--- src/hdl/crss_pkg.sv ---
// Shared types, command codes and spline constants for the stroke smoother.
// No dependencies; imported by every module of the block.
package crss_pkg;

    // command codes carried in tuser of the input stream
    localparam logic [1:0] CMD_START = 2'd0;
    localparam logic [1:0] CMD_ADD   = 2'd1;
    localparam logic [1:0] CMD_END   = 2'd2;

    localparam int COORD_W = 16;
    localparam int SUBDIV  = 5;                 // vertices per spline segment
    localparam int IDX_W   = $clog2(SUBDIV + 1);

    localparam int QUEUE_DEPTH_DEF = 2;

    // 2*S^3 = 250; divide via reciprocal, exact for |num| + 125 < 2^27
    localparam int              RECIP_SHIFT = 36;
    localparam logic [28:0]     RECIP       = 29'(((64'd1 << RECIP_SHIFT) + 249) / 250);
    localparam logic [6:0]      DEN         = 7'd125;   // half of 2*S^3 for rounding

    // polynomial coefficients of one axis; a = p1, b = p2-p0,
    // c = 2p0-5p1+4p2-p3, d = -p0+3p1-3p2+p3
    typedef struct packed {
        logic signed [15:0] a;
        logic signed [16:0] b;
        logic signed [19:0] c;
        logic signed [19:0] d;
    } t_coef;

    typedef struct packed {
        t_coef cx;
        t_coef cy;
        logic  is_move;
        logic  single;      // one vertex (move or line), else SUBDIV spline vertices
    } t_job;

    // per-step weights: S^2*i, S*i^2, i^3
    function automatic logic [6:0] k_lin(input logic [IDX_W-1:0] i);
        logic [6:0] k;
        unique case (i)
            3'd1:    k = 7'd25;
            3'd2:    k = 7'd50;
            3'd3:    k = 7'd75;
            3'd4:    k = 7'd100;
            3'd5:    k = 7'd125;
            default: k = 7'd0;
        endcase
        return k;
    endfunction

    function automatic logic [6:0] k_sq(input logic [IDX_W-1:0] i);
        logic [6:0] k;
        unique case (i)
            3'd1:    k = 7'd5;
            3'd2:    k = 7'd20;
            3'd3:    k = 7'd45;
            3'd4:    k = 7'd80;
            3'd5:    k = 7'd125;
            default: k = 7'd0;
        endcase
        return k;
    endfunction

    function automatic logic [6:0] k_cub(input logic [IDX_W-1:0] i);
        logic [6:0] k;
        unique case (i)
            3'd1:    k = 7'd1;
            3'd2:    k = 7'd8;
            3'd3:    k = 7'd27;
            3'd4:    k = 7'd64;
            3'd5:    k = 7'd125;
            default: k = 7'd0;
        endcase
        return k;
    endfunction

endpackage

--- src/hdl/crss_front.sv ---
// Front end: takes input transactions, tracks stroke state and point history,
// and turns each command into a vertex job. Depends on crss_pkg.
module crss_front
    import crss_pkg::*;
(
    input  logic                      i_clk,
    input  logic                      i_rst_n,
    input  logic                      i_accept,
    input  logic [1:0]                i_cmd,
    input  logic signed [COORD_W-1:0] i_x,
    input  logic signed [COORD_W-1:0] i_y,
    output logic                      o_push,
    output t_job                      o_job
);

    logic                      r_open, n_open;
    logic [1:0]                r_seen, n_seen;
    logic signed [COORD_W-1:0] r_hx [3];
    logic signed [COORD_W-1:0] r_hy [3];
    logic                      w_shift;

    function automatic t_coef spline_coef(input logic signed [15:0] p0,
                                          input logic signed [15:0] p1,
                                          input logic signed [15:0] p2,
                                          input logic signed [15:0] p3);
        t_coef              cf;
        logic signed [19:0] e0, e1, e2, e3;
        e0 = 20'(p0);
        e1 = 20'(p1);
        e2 = 20'(p2);
        e3 = 20'(p3);
        cf.a = p1;
        cf.b = 17'(p2) - 17'(p0);
        cf.c = (e0 <<< 1) - (e1 <<< 2) - e1 + (e2 <<< 2) - e3;
        cf.d = e3 - e0 + (e1 <<< 1) + e1 - (e2 <<< 1) - e2;
        return cf;
    endfunction

    function automatic t_coef point_coef(input logic signed [15:0] p);
        t_coef cf;
        cf.a = p;
        cf.b = '0;
        cf.c = '0;
        cf.d = '0;
        return cf;
    endfunction

    always_comb begin
        n_open  = r_open;
        n_seen  = r_seen;
        w_shift = 1'b0;
        o_push  = 1'b0;
        o_job.cx      = point_coef(i_x);
        o_job.cy      = point_coef(i_y);
        o_job.is_move = 1'b0;
        o_job.single  = 1'b1;
        if (i_accept) begin
            unique case (i_cmd)
                CMD_START: begin
                    n_open        = 1'b1;
                    n_seen        = 2'd1;
                    w_shift       = 1'b1;
                    o_push        = 1'b1;
                    o_job.is_move = 1'b1;
                end
                CMD_ADD: begin
                    if (r_open) begin
                        w_shift = 1'b1;
                        o_push  = 1'b1;
                        if (r_seen == 2'd3) begin
                            o_job.cx     = spline_coef(r_hx[0], r_hx[1], r_hx[2], i_x);
                            o_job.cy     = spline_coef(r_hy[0], r_hy[1], r_hy[2], i_y);
                            o_job.single = 1'b0;
                        end else begin
                            n_seen = r_seen + 2'd1;
                        end
                    end
                end
                CMD_END: begin
                    n_open = 1'b0;
                    n_seen = 2'd0;
                end
                default: begin
                    // unused code: ignored
                end
            endcase
        end
    end

    always_ff @(posedge i_clk) begin
        if (!i_rst_n) begin
            r_open <= 1'b0;
            r_seen <= 2'd0;
        end else begin
            r_open <= n_open;
            r_seen <= n_seen;
        end
    end

    // history feeds only spline jobs, which need three pushes of the open stroke
    always_ff @(posedge i_clk) begin
        if (w_shift) begin
            r_hx[0] <= r_hx[1];
            r_hx[1] <= r_hx[2];
            r_hx[2] <= i_x;
            r_hy[0] <= r_hy[1];
            r_hy[1] <= r_hy[2];
            r_hy[2] <= i_y;
        end
    end

endmodule

--- config.mk ---
export PLATFORM = sky130hd
export DESIGN_NAME = crss_front
export DESIGN_NICKNAME = d
export VERILOG_FILES = /design/src/hdl/crss_pkg.sv /design/src/hdl/crss_front.sv
export SDC_FILE = /design/constraint.sdc
export NUM_CORES = 1
export LEC_CHECK = 0
export ABC_CLOCK_PERIOD_IN_PS = 9700
export BUFFER_PORTS_ARGS = -buffer_cell sky130_fd_sc_hd__buf_2
export CORE_MARGIN = 3
export CORE_UTILIZATION = 50
export CTS_BUF_LIST = sky130_fd_sc_hd__clkbuf_16
export CTS_CLUSTER_SIZE = 10
export DETAILED_ROUTE_END_ITERATION = 12
export GPL_TIMING_DRIVEN = 0
export PLACE_DENSITY_LB_ADDON = 0.08
export REMOVE_ABC_BUFFERS = 1
export SKIP_CTS_REPAIR_TIMING = 1
export SLEW_MARGIN = 25
export SYNTH_ARGS = -nofsm -noshare
export SYNTH_HDL_FRONTEND = slang
export SYNTH_SLANG_ARGS = --single-unit
--- constraint.sdc ---
create_clock -name i_clk -period 9.7 [get_ports i_clk]
set_input_delay 1.94 -clock i_clk [delete_from_list [all_inputs] [get_ports i_clk]]
set_output_delay 1.94 -clock i_clk [all_outputs]
set_load 0.02 [all_outputs]
==> run_results.csv, run 1 <==
group,metric,value,unit
synth,netlist_instances,1622,
timing,setup_viol,0,
flow_run,drv_cap,0,
synth,synth_top_flop_cell,"edfxtp_1",
synth,syn_area,15100,sq um
floorplanning,die_w,180,um
grt,overflow,0,
finish,n_fill_cell,2787,
synth,async_reset_ff_frac,0,
worst_setup_path,cp.required,7.76,ns
routing,wl_per_cell,15.6,um
hold_path,min_path_type,"flop to flop",
place,io_buffers,185,
grt,grt_start_max_net_pins,92,
place,gp_congestion,0.912,
finish,design_area,16800,sq um
synth,ys_types,69,
timing,rsz0062_at_grt,"no",
finish,syn_to_final_growth,11.3,%
routing,vias,11600,
finish,fin_nets,2184,
timing,fin_skew,0.00687,ns
power_and_ir_drop,leakagePower,8.54,nW
timing,fin_setup_tns,0,ns
timing,whs,0.451,ns
timing,hold_viol_final,0,
worst_setup_path,crit_fanout,4,
clocking,cts-root-buf,"clkbuf_16",
timing,fin_crit,7.85,ns
synth,synth_warnings,0,
floorplanning,rows,63,
clocking,htreeDepth,3,
status,status,"complete, no violations",
grt,grt_use_total,0.216,
worst_setup_path,cp_slowest_cell,"fa_1",
power_and_ir_drop,powerDensity,143,nW/um^2
worst_setup_path,reg2reg_depth,4,
floorplanning,dieHeight,180,um
timing,relSlewSlack,0.487,
synth,synth.yosys.seq_area_share,0.194,
floorplanning,die_area,32400,sq um
clocking,cts.path.max_buffers,2,
worst_setup_path,crit_family,"adder cells",
worst_setup_path,critical-path-max-stage-delay,0.52,ns
finish,drive_gt1_frac,0.128,
routing,drt-vias-per-instance,5.28,
finish,diodes,0,
place,dpl-instance-area,16500,sq um
routing,drtAntennaViolNets,0,
worst_setup_path,crit_type,"primary input to output port",
power_and_ir_drop,power.total,2.41,mW
routing,wirelength,34100,um
grt,antenna_found_initial,0,
hold_path,hold_path_depth,0,
worst_setup_path,worst_setup_path_end_kind,"output port",
routing,dr.pass1.iters,7,
clocking,clk-insertion-delay-late,0.36,ns
timing,period_share,0.809,
worst_setup_path,path_buf_inv,5,
routing,drt_iter0_drc,697,
synth,syn_area_per_cell,9.33,sq um
routing,drc,0,
timing,max_freq,127,MHz
clocking,cts_buffers,9,
clocking,cts_tree,"yes",
synth,synth-seq-cells,99,
worst_setup_path,crit_chain,"buf_2, inv_1, fa_1, fa_1, inv_1, fa_1, inv_1, ha_1, a211oi_1, o2111ai_1, a211oi_2, o31ai_1, and3_1, nor3_1, buf_2",
floorplanning,fp.coreArea,29700,sq um
worst_setup_path,arrival,5.91,ns
timing,worst_pin_slew,0.769,ns
worst_setup_path,path_depth,15,
clocking,cts.sinks,99,
floorplanning,boundaryPins,186,
worst_setup_path,start_kind,"primary input",
synth,synth-edff-count,96,
place,dp_hpwl,28600,um
grt,grt_pass1_vias,11200,
finish,final_core_util,0.567,
timing,drv_slew,0,
power_and_ir_drop,vdd_drop_max,78.8,uV
clocking,cts.clk_slew.worst_paths,0.07,ns
floorplanning,initial_core_util,0.509,
grt,grt_pass1_wl,57100,um
==> synth_stat cells, drive strengths merged (20+ instances only) <==
master | number | area (sq um)
xor2 | 29 | 254
o21ai | 85 | 425
xnor2 | 39 | 342
nor3 | 35 | 175
fa | 230 | 4600
ha | 126 | 1580
a211oi | 20 | 165
inv | 405 | 1520
nor2 | 91 | 342
clkbuf | 20 | 75.1
a21o | 42 | 315
and2 | 23 | 144
edfxtp | 96 | 2880
nand3 | 23 | 115
nand2 | 87 | 327
a21oi | 83 | 427
==> stage by stage <==
step                setup WS, ns  cells
global route                1.58   2186
floorplan                  0.926   1588
finish                      1.85   2186
detailed placement          1.91   2170
global placement           -2.00   2163
CTS                         1.88   2186
==> state kept, by name, indices dropped and copies added (netlist names) <==
name    count
r_hx       48
r_hy       48
r_seen      2
r_open      1
==> layout by cell type (no fill, tap or decap), types with 4 or more instances in the layout <==
| cell type | instances |
|---|---|
| ha_1 | 126 |
| nand3_1 | 23 |
| xnor2_1 | 39 |
| o211a_1 | 4 |
| o21ai_1 | 57 |
| nor2b_1 | 10 |
| and2_1 | 23 |
| or2_1 | 5 |
| o21ai_0 | 28 |
| clkbuf_16 | 9 |
| buf_2 | 185 |
| nor2_1 | 91 |
| or3_1 | 4 |
| o21a_1 | 18 |
| inv_1 | 403 |
| nor3_1 | 34 |
| or2_0 | 5 |
| a31oi_1 | 6 |
| o211ai_1 | 17 |
| xor2_1 | 29 |
| or2_2 | 5 |
| a41oi_1 | 4 |
| and3_1 | 11 |
| a211oi_1 | 17 |
| nor3b_1 | 7 |
| o2111ai_1 | 4 |
| nand2b_1 | 5 |
| o21bai_1 | 4 |
| a21oi_1 | 80 |
| nand2_1 | 87 |
| a21o_1 | 42 |
| fa_1 | 230 |
| edfxtp_1 | 96 |
| mux2i_1 | 9 |
| nand4_1 | 6 |
==> logic make-up after synthesis <==
logic type | after synthesis | synth area share
DFF | 99 | 0.194
buffers and inverters | 439 | 0.109
adders and majority gates | 356 | 0.409
xor gates and xnor gates | 68 | 0.0394
muxes | 9 | 0.00595
AOI/OAI and AO/OA | 323 | 0.139
and+or+nand+nor | 328 | 0.103
==> final cells by class <==
cell class	count	area [sq um]	area share
clock buffer	9	225	0.0134
clock inverter	7	67.6	0.00401
inverter	405	1530	0.0907
multi-input combinational	1084	10500	0.626
sequential	99	2940	0.175
tap	390	488	0.0290
timing repair buffer	192	1040	0.0618
==> path summary, 6_finish.rpt <==
check | from | endpoint | slack (ns)
hold / removal | r_hy[0][27] | r_hy[0][11] | 0.45
setup / recovery | i_x[3] | o_job[114] | 1.85
hold reg to reg | r_hy[0][27] | r_hy[0][11] | 0.45
setup reg to reg | r_open | r_hx[0][32] | 7.83
==> routing by layer <==
| metal | share of wire | global-route usage | vias to the layer above | wire length, um |
|---|---|---|---|---|
| met1 | 0.46 | 0.312 | 5629 | 15600 |
| met4 | 0.013 | 0.0402 | 0 | 456 |
| met5 | 0 | 0 | - | 0 |
| met3 | 0.063 | 0.0395 | 26 | 2140 |
| li1 | - | - | 5584 | - |
| met2 | 0.47 | 0.346 | 314 | 15900 |
==> where the power goes <==
part | internal [mW] | total (mW) | switching, mW
Clock | 0.199 | 0.367 | 0.168
Combinational | 0.646 | 1.55 | 0.907
Sequential | 0.483 | 0.495 | 0.0124
Note: power is estimated with default switching activity, not from simulation.
==> run 2: changes to the inputs <==
ABC_CLOCK_PERIOD_IN_PS = 6500   (was 9700)
clock period = 6.5 ns   (was 9.7 ns; I/O delays follow)
==> run_results.csv, run 2 (synthesized netlist as in run 1, its figures left out) <==
group,metric,value,unit
power_and_ir_drop,leakagePower,8.56,nW
finish,syn_to_final_growth,11.8,%
clocking,cts_tree,"yes",
timing,rsz0062_at_grt,"no",
clocking,cts-root-buf,"clkbuf_16",
timing,hold_viol_final,0,
place,dpl-instance-area,16500,sq um
routing,dr.pass1.iters,5,
timing,period_share,0.982,
clocking,clk-insertion-delay-late,0.36,ns
timing,fin_skew,0.00684,ns
place,dp_hpwl,28600,um
timing,worst_pin_slew,0.773,ns
routing,vias,11600,
routing,wl_per_cell,15.6,um
hold_path,min_path_type,"flop to flop",
finish,fin_nets,2185,
timing,setup_viol,0,
worst_setup_path,worstReg2RegStart,"r_open",
grt,overflow,0,
routing,drtAntennaViolNets,0,
hold_path,min_to,"r_hx[0][11]",
finish,design_area,16900,sq um
timing,fin_crit,6.39,ns
worst_setup_path,cp.required,5.20,ns
finish,multi_input_area,10600,sq um
finish,final_cell_mix,"inv_1, fa_1, buf_2, ha_1, edfxtp_1",
finish,seq_area,2940,sq um
routing,drt_iter0_drc,666,
timing,relSlewSlack,0.484,
timing,fin_setup_tns,0,ns
worst_setup_path,start_kind,"primary input",
floorplanning,fp.coreArea,29700,sq um
clocking,cts.path.max_buffers,2,
floorplanning,boundaryPins,186,
worst_setup_path,crit_type,"primary input to output port",
power_and_ir_drop,vdd_drop_max,117,uV
floorplanning,initial_core_util,0.509,
worst_setup_path,arrival,5.09,ns
timing,max_freq,157,MHz
clocking,cts.sinks,99,
grt,grt_use_total,0.216,
floorplanning,rows,63,
place,io_buffers,185,
finish,diodes,0,
timing,whs,0.450,ns
routing,drt-vias-per-instance,5.29,
finish,n_fill_cell,2774,
timing,drv_slew,0,
flow_run,drv_cap,0,
worst_setup_path,crit_fanout,5,
grt,grt_start_max_net_pins,92,
status,status,"complete, no violations",
worst_setup_path,rrSetupSlack,4.62,ns
clocking,cts_buffers,9,
finish,drive_gt1_frac,0.135,
routing,wirelength,34200,um
grt,grt_pass1_vias,11200,
place,gp_congestion,0.912,
power_and_ir_drop,powerDensity,216,nW/um^2
worst_setup_path,reg2reg_depth,4,
floorplanning,dieHeight,180,um
grt,grt_pass1_wl,57100,um
worst_setup_path,timing.rr.end,"r_hx[0][32]",
grt,antenna_found_initial,0,
floorplanning,die_area,32400,sq um
clocking,cts.clk_slew.worst_paths,0.07,ns
clocking,htreeDepth,3,
floorplanning,die_w,180,um
finish,top_regs,"r_hx (48), r_hy (48), r_seen (2)",
finish,final_common_cell,"inv_1",
hold_path,hold_path_depth,0,
routing,drc,0,
hold_path,holdCritStartpoint,"r_hx[0][27]",
worst_setup_path,worst_setup_path_end_kind,"output port",
## run 2: how the worst max path moves through the flow
stage	start	slack [ns]	end
floorplan	i_cmd[1]	-0.99	o_push
finish	i_y[3]	0.11	o_job[41]
detailed placement	i_x[3]	-0.009	o_job[114]
global route	i_x[3]	0.003	o_job[113]
CTS	i_x[3]	-0.04	o_job[114]
global placement	i_cmd[1]	-3.92	o_job[50]
## run 2: critical path, cell delays in order
cell	delay (ns)
buf_2	0.15
inv_1	0.07
fa_1	0.50
fa_1	0.50
inv_1	0.05
fa_1	0.52
inv_1	0.06
ha_1	0.29
a211oi_1	0.27
o21ai_1	0.27
o2111ai_1	0.39
a21oi_1	0.14
o22ai_1	0.19
mux2i_1	0.21
buf_2	0.18
## run 2: routing by layer
metal | part of all wire | global-route usage | wire (um)
met2 | 0.47 | 0.346 | 16000
met4 | 0.013 | 0.0402 | 454
met1 | 0.46 | 0.312 | 15600
met5 | 0 | 0 | 0
met3 | 0.062 | 0.0395 | 2130
## run 2: power by group
| part | switching, mW | total, mW | internal, mW |
|---|---|---|---|
| sequential | 0.0184 | 0.739 | 0.720 |
| clock | 0.251 | 0.548 | 0.297 |
| combinational | 1.38 | 2.37 | 0.985 |
| total | 1.65 | 3.65 | 2.00 |
## run 2: final cells by class
class / instances / share of cell area
clock buffer: 9 / 0.0133
clock inverter: 7 / 0.00399
inverter: 405 / 0.0903
multi-input combinational: 1084 / 0.628
sequential: 99 / 0.174
tap: 390 / 0.0288
timing repair buffer: 193 / 0.0619
## run 2: metrics by stage
stage,total power [mW],setup slack [ns],cells,utilization
detailed placement,3.03,-0.00905,2170,0.557
global route,4.00,0.00256,2187,0.569
floorplan,2.57,-0.994,1588,-
CTS,3.60,-0.0364,2186,0.567
finish,3.65,0.114,2187,0.569
global placement,3.00,-3.92,2163,0.552
==> run 3: changes to the inputs <==
ABC_CLOCK_PERIOD_IN_PS = 7400   (was 6500)
CORE_UTILIZATION = 40   (was 50)
clock period = 7.4 ns   (was 6.5 ns; I/O delays follow)
==> run_results.csv, run 3 (synthesized netlist as in run 1, its figures left out) <==
group,metric,value,unit
status,status,"complete, no violations",
place,preCtsSetupSlack,0.490,ns
routing,dr.pass1.iters,6,
routing,drtAntennaViolNets,0,
timing,drv_slew,0,
timing,max_freq,142,MHz
flow_run,drv_cap,0,
timing,worst_pin_slew,0.688,ns
worst_setup_path,worst_setup_path_end_kind,"output port",
grt,grt_pass1_wl,60300,um
grt,grt_use_total,0.185,
finish,final_core_util,0.460,
floorplanning,rows,70,
clocking,cts.clk_slew.worst_paths,0.07,ns
finish,diodes,0,
finish,drive_gt1_frac,0.127,
place,io_buffers,185,
routing,drt_iter0_drc,621,
power_and_ir_drop,vdd_drop_max,101,uV
finish,syn_to_final_growth,12.3,%
routing,drt-vias-per-instance,5.03,
grt,antenna_found_initial,0,
floorplanning,die_w,200,um
finish,final_cell_mix,"inv_1, fa_1, buf_2, ha_1, edfxtp_1",
timing,fin_skew,0.00552,ns
worst_setup_path,reg2reg_depth,4,
worst_setup_path,arrival,5.56,ns
clocking,cts.path.max_buffers,2,
clocking,cts-root-buf,"clkbuf_16",
floorplanning,dieHeight,200,um
finish,final_common_cell,"inv_1",
hold_path,min_path_type,"flop to flop",
grt,overflow,0,
floorplanning,die_area,40200,sq um
clocking,cts.sinks,99,
worst_setup_path,crit_type,"primary input to output port",
hold_path,min_to,"r_hy[0][11]",
hold_path,holdCritStartpoint,"r_hy[0][27]",
timing,finalWorstSetupSlack,0.359,ns
power_and_ir_drop,leakagePower,8.55,nW
finish,top_regs,"r_hx (48), r_hy (48), r_seen (2)",
timing,rsz0062_at_grt,"no",
worst_setup_path,cp.required,5.92,ns
grt,grt_start_max_net_pins,110,
timing,period_share,0.951,
routing,wirelength,36500,um
grt,grt_pass1_vias,11400,
worst_setup_path,timing.rr.end,"r_hx[0][1]",
hold_path,hold_path_depth,0,
finish,fin_nets,2185,
worst_setup_path,rrSetupSlack,5.98,ns
routing,vias,11600,
clocking,cts_buffers,9,
clocking,cts_tree,"yes",
floorplanning,initial_core_util,0.409,
place,gp_congestion,0.827,
clocking,clk-insertion-delay-late,0.36,ns
timing,fin_crit,7.04,ns
timing,hold_viol_final,0,
finish,n_fill_cell,3745,
place,dp_hpwl,30900,um
timing,setup_viol,0,
power_and_ir_drop,powerDensity,187,nW/um^2
timing,fin_setup_tns,0,ns
worst_setup_path,worstReg2RegStart,"r_open",
floorplanning,fp.coreArea,37000,sq um
routing,wl_per_cell,15.9,um
timing,relSlewSlack,0.541,
routing,drc,0,
timing,whs,0.454,ns
worst_setup_path,start_kind,"primary input",
floorplanning,boundaryPins,186,
worst_setup_path,crit_fanout,4,
clocking,htreeDepth,3,
-- run 3: cell types whose count changed in the layout (fill, tap and decap cells not counted), moves of 2 or more --
cell      change
a211oi_1      +3
a211oi_4      -2
inv_1         +2
o21ai_1       +2
o21ai_2       -3
-- run 3: worst max-delay path by stage --
stage          startpoint  slack, ns          to  cells past startpoint
6_report           i_x[3]       0.36  o_job[114]                     15
5_1_grt            i_x[3]       0.22  o_job[114]                     15
4_1_cts            i_x[2]       0.46   o_job[87]                     14
3_5_place_dp       i_x[2]       0.49   o_job[87]                     14
3_3_place_gp     i_cmd[1]      -3.60   o_job[50]                      8
2_1_floorplan    i_cmd[1]      -0.45      o_push                      4
-- run 3: worst max-delay path, stage by stage --
cell and delay, ns:
buf_2 0.15, inv_1 0.08, fa_1 0.50, fa_1 0.50
inv_1 0.05, fa_1 0.52, inv_1 0.05, ha_1 0.28
a211oi_1 0.42, o2111ai_1 0.41, a211oi_2 0.44, o31ai_1 0.14
and3_1 0.20, nor3_1 0.13, buf_2 0.20
-- run 3: layer usage --
metal	global-route usage	up-vias	routed length (um)
met5	0	-	0
met4	0.0236	0	226
met3	0.0297	15	1820
met2	0.295	250	16900
met1	0.274	5721	17600
li1	-	5588	-
-- run 3: cell type report --
type / instances / area (sq um) / share of cell area
flip-flops and latches: 99 / 2940 / 0.173
well taps: 504 / 631 / 0.0371
clock buffers: 9 / 225 / 0.0133
inverters: 405 / 1530 / 0.0899
repair buffers: 193 / 1060 / 0.0624
multi-input cells: 1084 / 10500 / 0.621
clock inverters: 7 / 61.3 / 0.00361
-- run 3: through the flow --
step	power [mW]	instance area [sq um]	std cells
final	3.18	17000	2301
after global routing	3.50	17000	2301
after CTS	3.20	17000	2301
after detailed placement	2.70	16700	2285
after global placement	2.67	16600	2277
after floorplan	2.26	15000	1588
-- run 3: where the power goes --
group          internal, mW  switching, mW  total, mW
clock network         0.259          0.225      0.483
logic                 0.850           1.20       2.05
registers             0.633         0.0161      0.649
total                  1.74           1.44       3.18
